## src/sadt_pkg.sv

```systemverilog
package sadt_pkg;

	localparam int unsigned LenWidth = 24;
	localparam int unsigned ByteWidth = 8;

	typedef logic [ByteWidth-1:0] byte_t;
	typedef logic [LenWidth-1:0] len_t;

	typedef enum logic [2:0] {
		KIND_TINY   = 3'd0,
		KIND_SHORT  = 3'd1,
		KIND_MEDIUM = 3'd2,
		KIND_LONG   = 3'd3,
		KIND_CTRL   = 3'd4
	} kind_t;

	typedef enum logic [1:0] {
		PH_HEADER = 2'd0,
		PH_LENGTH = 2'd1,
		PH_DATA   = 2'd2
	} phase_t;

	typedef struct packed {
		kind_t atom_kind;
		logic  is_header;
		logic  byte_flag;
		logic  signed_flag;
		len_t  data_length;
		byte_t value;
		logic  last;
	} result_t;

endpackage

```

## src/sadt_step.sv

```systemverilog
module sadt_step (
	input  logic             clk,
	input  logic             arst_n,
	input  logic             step,
	input  sadt_pkg::byte_t  stream_byte,
	output logic             res_valid,
	output sadt_pkg::result_t res
);
	import sadt_pkg::*;

	phase_t     phase_q, phase_d;
	len_t       remaining_q, remaining_d;
	logic [1:0] len_left_q, len_left_d;
	kind_t      kind_q, kind_d;
	logic [1:0] flags_q, flags_d;

	len_t       rem_shift;
	len_t       rem_dec;
	logic [1:0] len_left_dec;

	always_ff @(posedge clk or negedge arst_n) begin
		if (!arst_n) begin
			phase_q     <= PH_HEADER;
			remaining_q <= '0;
			len_left_q  <= '0;
			kind_q      <= KIND_TINY;
			flags_q     <= '0;
		end else if (step) begin
			phase_q     <= phase_d;
			remaining_q <= remaining_d;
			len_left_q  <= len_left_d;
			kind_q      <= kind_d;
			flags_q     <= flags_d;
		end
	end

	assign rem_shift    = {remaining_q[LenWidth-ByteWidth-1:0], stream_byte};
	assign rem_dec      = remaining_q - len_t'(1);
	assign len_left_dec = len_left_q - 2'd1;

	always_comb begin
		phase_d     = phase_q;
		remaining_d = remaining_q;
		len_left_d  = len_left_q;
		kind_d      = kind_q;
		flags_d     = flags_q;
		res_valid   = 1'b0;
		res         = '{atom_kind: kind_q, is_header: 1'b1, byte_flag: flags_q[1],
			signed_flag: flags_q[0], data_length: '0, value: '0, last: 1'b0};

		unique case (phase_q)
			PH_LENGTH: begin
				remaining_d = rem_shift;
				len_left_d  = len_left_dec;
				if (len_left_dec == 2'd0) begin
					res_valid       = 1'b1;
					res.data_length = rem_shift;
					res.last        = (rem_shift == '0);
					phase_d         = (rem_shift == '0) ? PH_HEADER : PH_DATA;
				end
			end
			PH_DATA: begin
				remaining_d     = rem_dec;
				res_valid       = 1'b1;
				res.is_header   = 1'b0;
				res.data_length = rem_dec;
				res.value       = stream_byte;
				res.last        = (rem_dec == '0);
				if (rem_dec == '0) begin
					phase_d = PH_HEADER;
				end
			end
			default: begin
				phase_d = PH_HEADER;
				priority casez (stream_byte)
					8'b0???????: begin
						res_valid       = 1'b1;
						res.atom_kind   = KIND_TINY;
						res.byte_flag   = 1'b0;
						res.signed_flag = stream_byte[6];
						res.value       = {{2{stream_byte[6] & stream_byte[5]}},
							stream_byte[5:0]};
						res.last        = 1'b1;
					end
					8'b10??????: begin
						kind_d          = KIND_SHORT;
						flags_d         = stream_byte[5:4];
						remaining_d     = len_t'(stream_byte[3:0]);
						res_valid       = 1'b1;
						res.atom_kind   = KIND_SHORT;
						res.byte_flag   = stream_byte[5];
						res.signed_flag = stream_byte[4];
						res.data_length = len_t'(stream_byte[3:0]);
						res.last        = (stream_byte[3:0] == 4'd0);
						phase_d         = (stream_byte[3:0] == 4'd0) ? PH_HEADER : PH_DATA;
					end
					8'b110?????: begin
						kind_d      = KIND_MEDIUM;
						flags_d     = stream_byte[4:3];
						remaining_d = len_t'(stream_byte[2:0]);
						len_left_d  = 2'd1;
						phase_d     = PH_LENGTH;
					end
					8'b1110????: begin
						kind_d      = KIND_LONG;
						flags_d     = stream_byte[1:0];
						remaining_d = '0;
						len_left_d  = 2'd3;
						phase_d     = PH_LENGTH;
					end
					default: begin
						res_valid       = 1'b1;
						res.atom_kind   = KIND_CTRL;
						res.byte_flag   = 1'b0;
						res.signed_flag = 1'b0;
						res.value       = stream_byte;
						res.last        = 1'b1;
					end
				endcase
			end
		endcase
	end

endmodule

```

## src/storage_atom_token_decoder_top.sv

```systemverilog
// Channel | Direction | Handshake            | Payload
// in      | input     | in_valid / in_ready  | stream_byte
// out     | output    | out_valid / out_ready| atom_kind, is_header, byte_flag, signed_flag,
//         |           |                      | data_length, value, last
// An accepted byte passes through the input register and then the decode logic; a byte that
// yields a result lands in the result register. One item is accepted every cycle
// as long as the result register is free or being emptied in the same cycle.
// Reset clears the parser state to expect a header byte and empties both registers.
// A stalled output holds its result and the input register, which then stalls the input.
module storage_atom_token_decoder_top (
	input  logic                  clk,
	input  logic                  arst_n,
	input  logic                  in_valid,
	output logic                  in_ready,
	input  sadt_pkg::byte_t       stream_byte,
	output logic                  out_valid,
	input  logic                  out_ready,
	output sadt_pkg::kind_t       atom_kind,
	output logic                  is_header,
	output logic                  byte_flag,
	output logic                  signed_flag,
	output sadt_pkg::len_t        data_length,
	output sadt_pkg::byte_t       value,
	output logic                  last
);
	import sadt_pkg::*;

	logic    valid_s1;
	byte_t   byte_s1;
	logic    valid_s2;
	result_t res_s2;
	logic    advance;
	logic    step_valid;
	result_t step_res;

	assign advance  = valid_s1 && (!valid_s2 || out_ready);
	assign in_ready = !valid_s1 || advance;

	always_ff @(posedge clk or negedge arst_n) begin
		if (!arst_n) begin
			valid_s1 <= 1'b0;
		end else if (in_ready) begin
			valid_s1 <= in_valid;
		end
	end

	always_ff @(posedge clk) begin
		if (in_ready && in_valid) begin
			byte_s1 <= stream_byte;
		end
	end

	sadt_step u_step (
		.clk        (clk),
		.arst_n     (arst_n),
		.step       (advance),
		.stream_byte(byte_s1),
		.res_valid  (step_valid),
		.res        (step_res)
	);

	always_ff @(posedge clk or negedge arst_n) begin
		if (!arst_n) begin
			valid_s2 <= 1'b0;
		end else if (advance) begin
			valid_s2 <= step_valid;
		end else if (out_ready) begin
			valid_s2 <= 1'b0;
		end
	end

	always_ff @(posedge clk) begin
		if (advance && step_valid) begin
			res_s2 <= step_res;
		end
	end

	assign out_valid   = valid_s2;
	assign atom_kind   = res_s2.atom_kind;
	assign is_header   = res_s2.is_header;
	assign byte_flag   = res_s2.byte_flag;
	assign signed_flag = res_s2.signed_flag;
	assign data_length = res_s2.data_length;
	assign value       = res_s2.value;
	assign last        = res_s2.last;

endmodule

```

## config.mk

```make
export PLATFORM = sky130hd
export DESIGN_NAME = storage_atom_token_decoder_top
export DESIGN_NICKNAME = d
export VERILOG_FILES = /design/src/sadt_pkg.sv /design/src/sadt_step.sv /design/src/storage_atom_token_decoder_top.sv
export SDC_FILE = /design/constraint.sdc
export NUM_CORES = 1
export LEC_CHECK = 0
export BUFFER_PORTS_ARGS = -buffer_cell sky130_fd_sc_hd__clkbuf_2
export CORE_MARGIN = 3
export CORE_UTILIZATION = 58
export CTS_BUF_LIST = sky130_fd_sc_hd__clkbuf_8 sky130_fd_sc_hd__clkbuf_16
export DETAILED_ROUTE_END_ITERATION = 10
export PLACE_DENSITY = 0.8
export REMOVE_ABC_BUFFERS = 1
export SYNTH_ARGS = -nofsm -noshare
export SYNTH_HDL_FRONTEND = slang
export SYNTH_SLANG_ARGS = --single-unit
```

## constraint.sdc

```tcl
create_clock -name clk -period 5.2 [get_ports clk]
set_clock_uncertainty 0.1 [all_clocks]
set_input_delay 0.78 -clock clk [delete_from_list [all_inputs] [get_ports clk]]
set_output_delay 0.78 -clock clk [all_outputs]
set_load 0.1 [all_outputs]
```

Yosys cells after proc, flatten, opt, wreduce, memory -nomap -nowiden:

Cells that the tools add are included.

* output and inout port bits: 41
* word-level logic and storage cells: 80
* input bits: 12
* register bits after elaboration: 82

* muxes and demuxes: 30
* eq/ne operators: 7
* $add $sub $neg: 2
* reductions and logical operators: 22
* bitwise logic cells: 4

Operators by type and width (number)
* $pmux W24 S2: 2
* $pmux W24 S3: 1
* $logic_not A24 Y1: 2
* $pmux W8 S2: 2
* $mux W24: 1
* $sub A24 B1 Y24 const B: 1
* $pmux W3 S3: 2
* $pmux W2 S2: 4
* $pmux W2 S3: 2
* $mux W2: 5
* $reduce_and A3 Y1: 3
* $mux W1: 6
* $pmux W1 S2: 3
* $reduce_bool A3 Y1: 2
* $reduce_bool A5 Y1: 1
* $eq A2 B2 Y1 const B: 2
* $eq A4 B4 Y1 const B: 1
* $logic_not A4 Y1: 1
* $mux W4: 1
* $ne A2 B1 Y1 const B: 2
* $reduce_or A2 Y1: 2
* $eq A3 B3 Y1 const B: 1
* $logic_and A1 B1 Y1: 3
* $mux W3: 1
* other kinds (10): 14

Depth between registers and ports, before layout:

* depth in word-level cells: 5
* depth in mapped cells: 14
* gate-level depth less buffers: 10

Hierarchy:

From an unflattened synthesis, not the netlist that was laid out.

* cells, all modules: 478
* area total of the unflattened synthesis: 4554.4 um^2

By module, submodules not included
* sadt_step: instances 1, cells an instance 421, seq. area each 800.8 um^2, area each 3034.2 um^2
* storage_atom_token_decoder_top: instances 1, cells an instance 57, seq. area each 1461.4 um^2, area each 1520.2 um^2

Worst setup path before layout:

Ideal clock, no wire load.

* path kind: reg-to-reg
* start point: register valid_s2 (netlist: out_valid)
* end point: register res_s2 (netlist bit atom_kind[0]), enable pin
* clock period less this slack: 4.463 ns
* slack: 0.737 ns
* setup time: 0.484 ns
* data arrival time: 3.879 ns
* required time: 4.616 ns
* stages on the path, launching flop included: 4
* buffers on the path: 0
* cell sequence: dfrtp_1 > nand2b_1 > nand2_1 > nor3_1

* longest elaborated chain between the ends: 4

RTL lines
* start: declaration: RTL line storage_atom_token_decoder_top.sv:30 `logic valid_s2;`
* start signal: assignment: RTL line storage_atom_token_decoder_top.sv:66 `valid_s2 <= step_valid;`
* $logic_not A1 Y1: RTL line storage_atom_token_decoder_top.sv:36 `assign advance = valid_s1 && (!valid_s2 || out_ready);`
* $logic_or A1 B1 Y1: RTL line storage_atom_token_decoder_top.sv:36
* $logic_and A1 B1 Y1: RTL line storage_atom_token_decoder_top.sv:36
* $logic_and A1 B1 Y1: RTL line storage_atom_token_decoder_top.sv:73 `if (advance && step_valid) begin`
* end signal: assignment: RTL line storage_atom_token_decoder_top.sv:74 `res_s2 <= step_res;`
* end: declaration: RTL line storage_atom_token_decoder_top.sv:31 `result_t res_s2;`

No other way between the ends.
A chain may end at the register's enable or synchronous reset.

Final worst setup path:

* start point: register u_step.remaining_q[0]
* end point: register u_step.phase_q[1]

* longest elaborated chain between the ends: 4
* elaborated cells between the ends (all ways): 8
* classes of those cells: add/sub (1); eq/ne (1); mux (3); reduce/logical (3)

RTL lines
* start: declaration: RTL line sadt_step.sv:12 `len_t remaining_q, remaining_d;`
* start signal: assignment: RTL line sadt_step.sv:30 `remaining_q <= remaining_d;`
* $sub A24 B1 Y24 or $logic_not A24 Y1 (tied branches): RTL line sadt_step.sv:38, sadt_step.sv:59
* $logic_not A24 Y1 or $mux W2 (tied branches): RTL line sadt_step.sv:69, sadt_step.sv:59
* $ne A2 B1 Y1 (no source line) or $mux W2 (tied branches)
* $reduce_and A3 Y1 (no source line) or $pmux W2 S2 (tied branches)
* end signal: assignment: RTL line sadt_step.sv:29 `phase_q <= phase_d;`
* end: declaration: RTL line sadt_step.sv:11 `phase_t phase_q, phase_d;`

Parallel ways exist; a longest one is shown, timed or not. The select of a mux whose other input is x is not followed.

==> results.cfg <==
[timing]
rsz0062_at_grt = false
timing.fmax_ghz = 0.278
drv_slew = 0
hold_viol_final = 0
worst_slew_pin_slew_ps = 1070
min_period_ps = 3600
slew_headroom_pct = 28.4
setup_viol = 0
post-route-period-util_pct = 69.3
fin_tns_setup_ps = 0

[yosys]
ys_types = 53
synth_top_area_share_pct = 32.3
synth_xor_area_share_pct = 4.21
synthAdderAreaFrac_pct = 1.72
synth_area_leaders = edfxtp_1 32%, dfrtp_1 19%, nand2_1 5.7%, o21ai_0 5.2%, a21oi_1 3.0%
synth_mux_area_share_pct = 0.688
ys.warnings.count = 0
synth_most_common_cell = nand2_1
synth_async_sr_flop_share_pct = 42.0
synth-seq-cells = 81
synth_top_family_by_area = simple AND/OR/NAND/NOR gates
netlist_area_um2 = 4360
synth_edf_count = 47
synth_common_cells = 66 x nand2_1, 47 x edfxtp_1, 45 x o21ai_0, 34 x dfrtp_1, 30 x clkbuf_1
synth_top_area_cell = edfxtp_1
seq_area_frac_synth_pct = 51.8
synth_ff_type = edfxtp_1
synth_compound_area_share_pct = 17.7
synth_cells = 455
syn_avg_cell_area_um2 = 9.59
synthSimpleGateAreaFrac_pct = 18.8

[grt]
gr-total-overflow = 0
grt_pass1_vias = 3436
grt_max_degree = 37
grt_first_pass_wirelength_um = 18400
track_usage_pct = 27.9
grt_antenna_before_repair = 0

[critical_path]
arrival_ps = 3750
cpPeakStageDelay_ps = 560
crit_start = u_step.remaining_q[0]$_DFFE_PN0P_
cp_max_fo = 9
critPathCaptureType = register
critPathLaunchType = register
cp_cell_sequence = inv_1 -> ha_1 -> or4b_4 -> or2_1 -> or3_1 -> nor2_4 -> xnor2_1 -> nand4_1 -> a221o_2 -> mux2i_1
worst-setup-path-type = register to register
critPathTopFamily = simple AND/OR/NAND/NOR gates
crit_required_ps = 5340
cp_slowest_cell = or4b_4
cp_num_buf_inv = 1
reg2reg_from = u_step.remaining_q[0]$_DFFE_PN0P_

[clock_tree]
cts_resized = 0
cts_max_level = 3
hold_buffers = 0
path_clk_slew_ps = 90
clk_path_buf_depth = 2
cts.sinks = 81
numCtsBuffers = 9
clkLatencyLatePin_ps = 360
postCtsSetupRepairBufs = 0
cts-root-buf = clkbuf_8
cts_tree = yes

[layout]
area_delta_synth_final_pct = 10.4
nets = 501
antennaDiodeCount = 0
regArea_um2 = 2260
fillCellCount = 578
drive_above_1_share_pct = 16.8
multi_input_area_um2 = 1890

[outcome]
status = finished clean

[drt]
dr_total_vias = 3770
ant_nets = 0
drt_iter0_drc = 565
first_pass_iters = 5
routedWlPerCell_um = 20.0
drt_wl_total_um = 11700
vias_per_cell = 6.46
drc_errors = 0

[hold_path]
hold_class = register to register
min_from = u_step.kind_q[0]$_DFFE_PN0P_

[floorplan]
die_y_um = 92.7
rows = 30
start_util_pct = 61.8
coreArea_um2 = 7060
die_x_um = 92.7
io_pins = 53
die_area_um2 = 8600

[place]
portBuffers = 52
hpwlAfterDp_um = 7830
gp_congestion = 0.966

[run]
maxCapViolCount = 0
[cells in the final DEF, fill, tap and decap left out, types with 2 or more instances in the layout]
master | netlist | routed
buf_4 | 0 | 4
a31oi_1 | 4 | 4
nand2b_1 | 3 | 3
a21oi_1 | 26 | 26
o21a_1 | 3 | 3
or3_1 | 10 | 10
clkbuf_2 | 0 | 52
nor3b_1 | 4 | 4
a221oi_1 | 2 | 2
nand4_1 | 2 | 2
dfrtp_1 | 34 | 34
ha_1 | 6 | 6
edfxtp_1 | 47 | 47
a2111oi_0 | 2 | 2
nor3_1 | 18 | 17
a21o_1 | 4 | 4
or4_4 | 2 | 2
and2_1 | 8 | 8
a22oi_1 | 10 | 10
clkinvlp_4 | 0 | 2
xor2_1 | 12 | 12
inv_6 | 0 | 3
o21ai_1 | 6 | 6
o31ai_1 | 2 | 2
nor4_1 | 9 | 9
inv_1 | 14 | 14
clkbuf_8 | 0 | 9
o21ai_0 | 45 | 45
xnor2_1 | 9 | 9
nor2b_1 | 2 | 2
o22ai_1 | 3 | 3
mux2i_1 | 3 | 3
nand3_1 | 4 | 4
nand2_1 | 66 | 66
nor2_1 | 28 | 28
a22o_1 | 4 | 4
a2bb2oi_1 | 7 | 7
[metal layers]
layer	vias up	routed length (um)	GRT usage, %
met5	-	0	0
met4	0	283	12.1
met3	32	1310	5.20
met2	256	5310	41.5
met1	1790	4790	40.1
li1	1692	-	-
[flip-flops by register name (all words and copies together) (netlist names)]
register,flops
atom_kind,3
byte_flag,1
byte_s1,8
data_length,24
is_header,1
last,1
out_valid,1
signed_flag,1
u_step.flags_q,2
u_step.kind_q,2
u_step.len_left_q,2
u_step.phase_q,2
u_step.remaining_q,24
valid_s1,1
value,8
[path summary, 6_finish.rpt]
kind | slack (ps) | endpoint | cells after the start
max in group asynchronous | 3960 | u_step.remaining_q[1]$_DFFE_PN0P_ | 1
worst min register to register | 430 | u_step.kind_q[0]$_DFFE_PN0P_ | 2
worst max-delay path | 1600 | u_step.phase_q[1]$_DFFE_PN0P_ | 10
worst min-delay path | 430 | u_step.kind_q[0]$_DFFE_PN0P_ | 2
min in group asynchronous | 450 | u_step.remaining_q[23]$_DFFE_PN0P_ | 1
worst max register to register | 1600 | u_step.phase_q[1]$_DFFE_PN0P_ | 10
[worst min-delay path: stages (launching register included)]
cell and delay (ps):
dfrtp_1 360, nand2_1 50, o21ai_0 70
[per-stage QoR]
stage | worst slack (ps) | std cells | area (um^2) | hold WS [ps] | utilization, %
after floorplan | 473 | 416 | 4200 | 344 | -
after global placement | 1800 | 568 | 4620 | 357 | 65.5
after detailed placement | 1690 | 568 | 4620 | 406 | 65.5
after CTS | 1650 | 584 | 4820 | 423 | 68.3
after global routing | 1420 | 584 | 4820 | 434 | 68.3
final | 1600 | 584 | 4820 | 426 | 68.3
[final cells by class]
type                            count  share of cell area (%)
Clock inverter                      7                    1.58
Multi-Input combinational cell    321                    39.3
Clock buffer                        9                    2.57
Timing Repair Buffer               56                    6.02
Sequential cell                    81                    46.9
Inverter                           14                    1.09
Tap cell                           96                    2.49
[kinds of logic (layout without fill, tap and decap cells)]
family	count (synthesis)	count (layout)
xor+xnor	21	21
flops	81	81
simple gates	166	166
buf+inv	53	86
compound gates	125	125
mux	3	3
fa+ha+maj	6	6
Power is not shown: default switching activity piles up to over one toggle a cycle in this logic, so the estimate is an artifact.
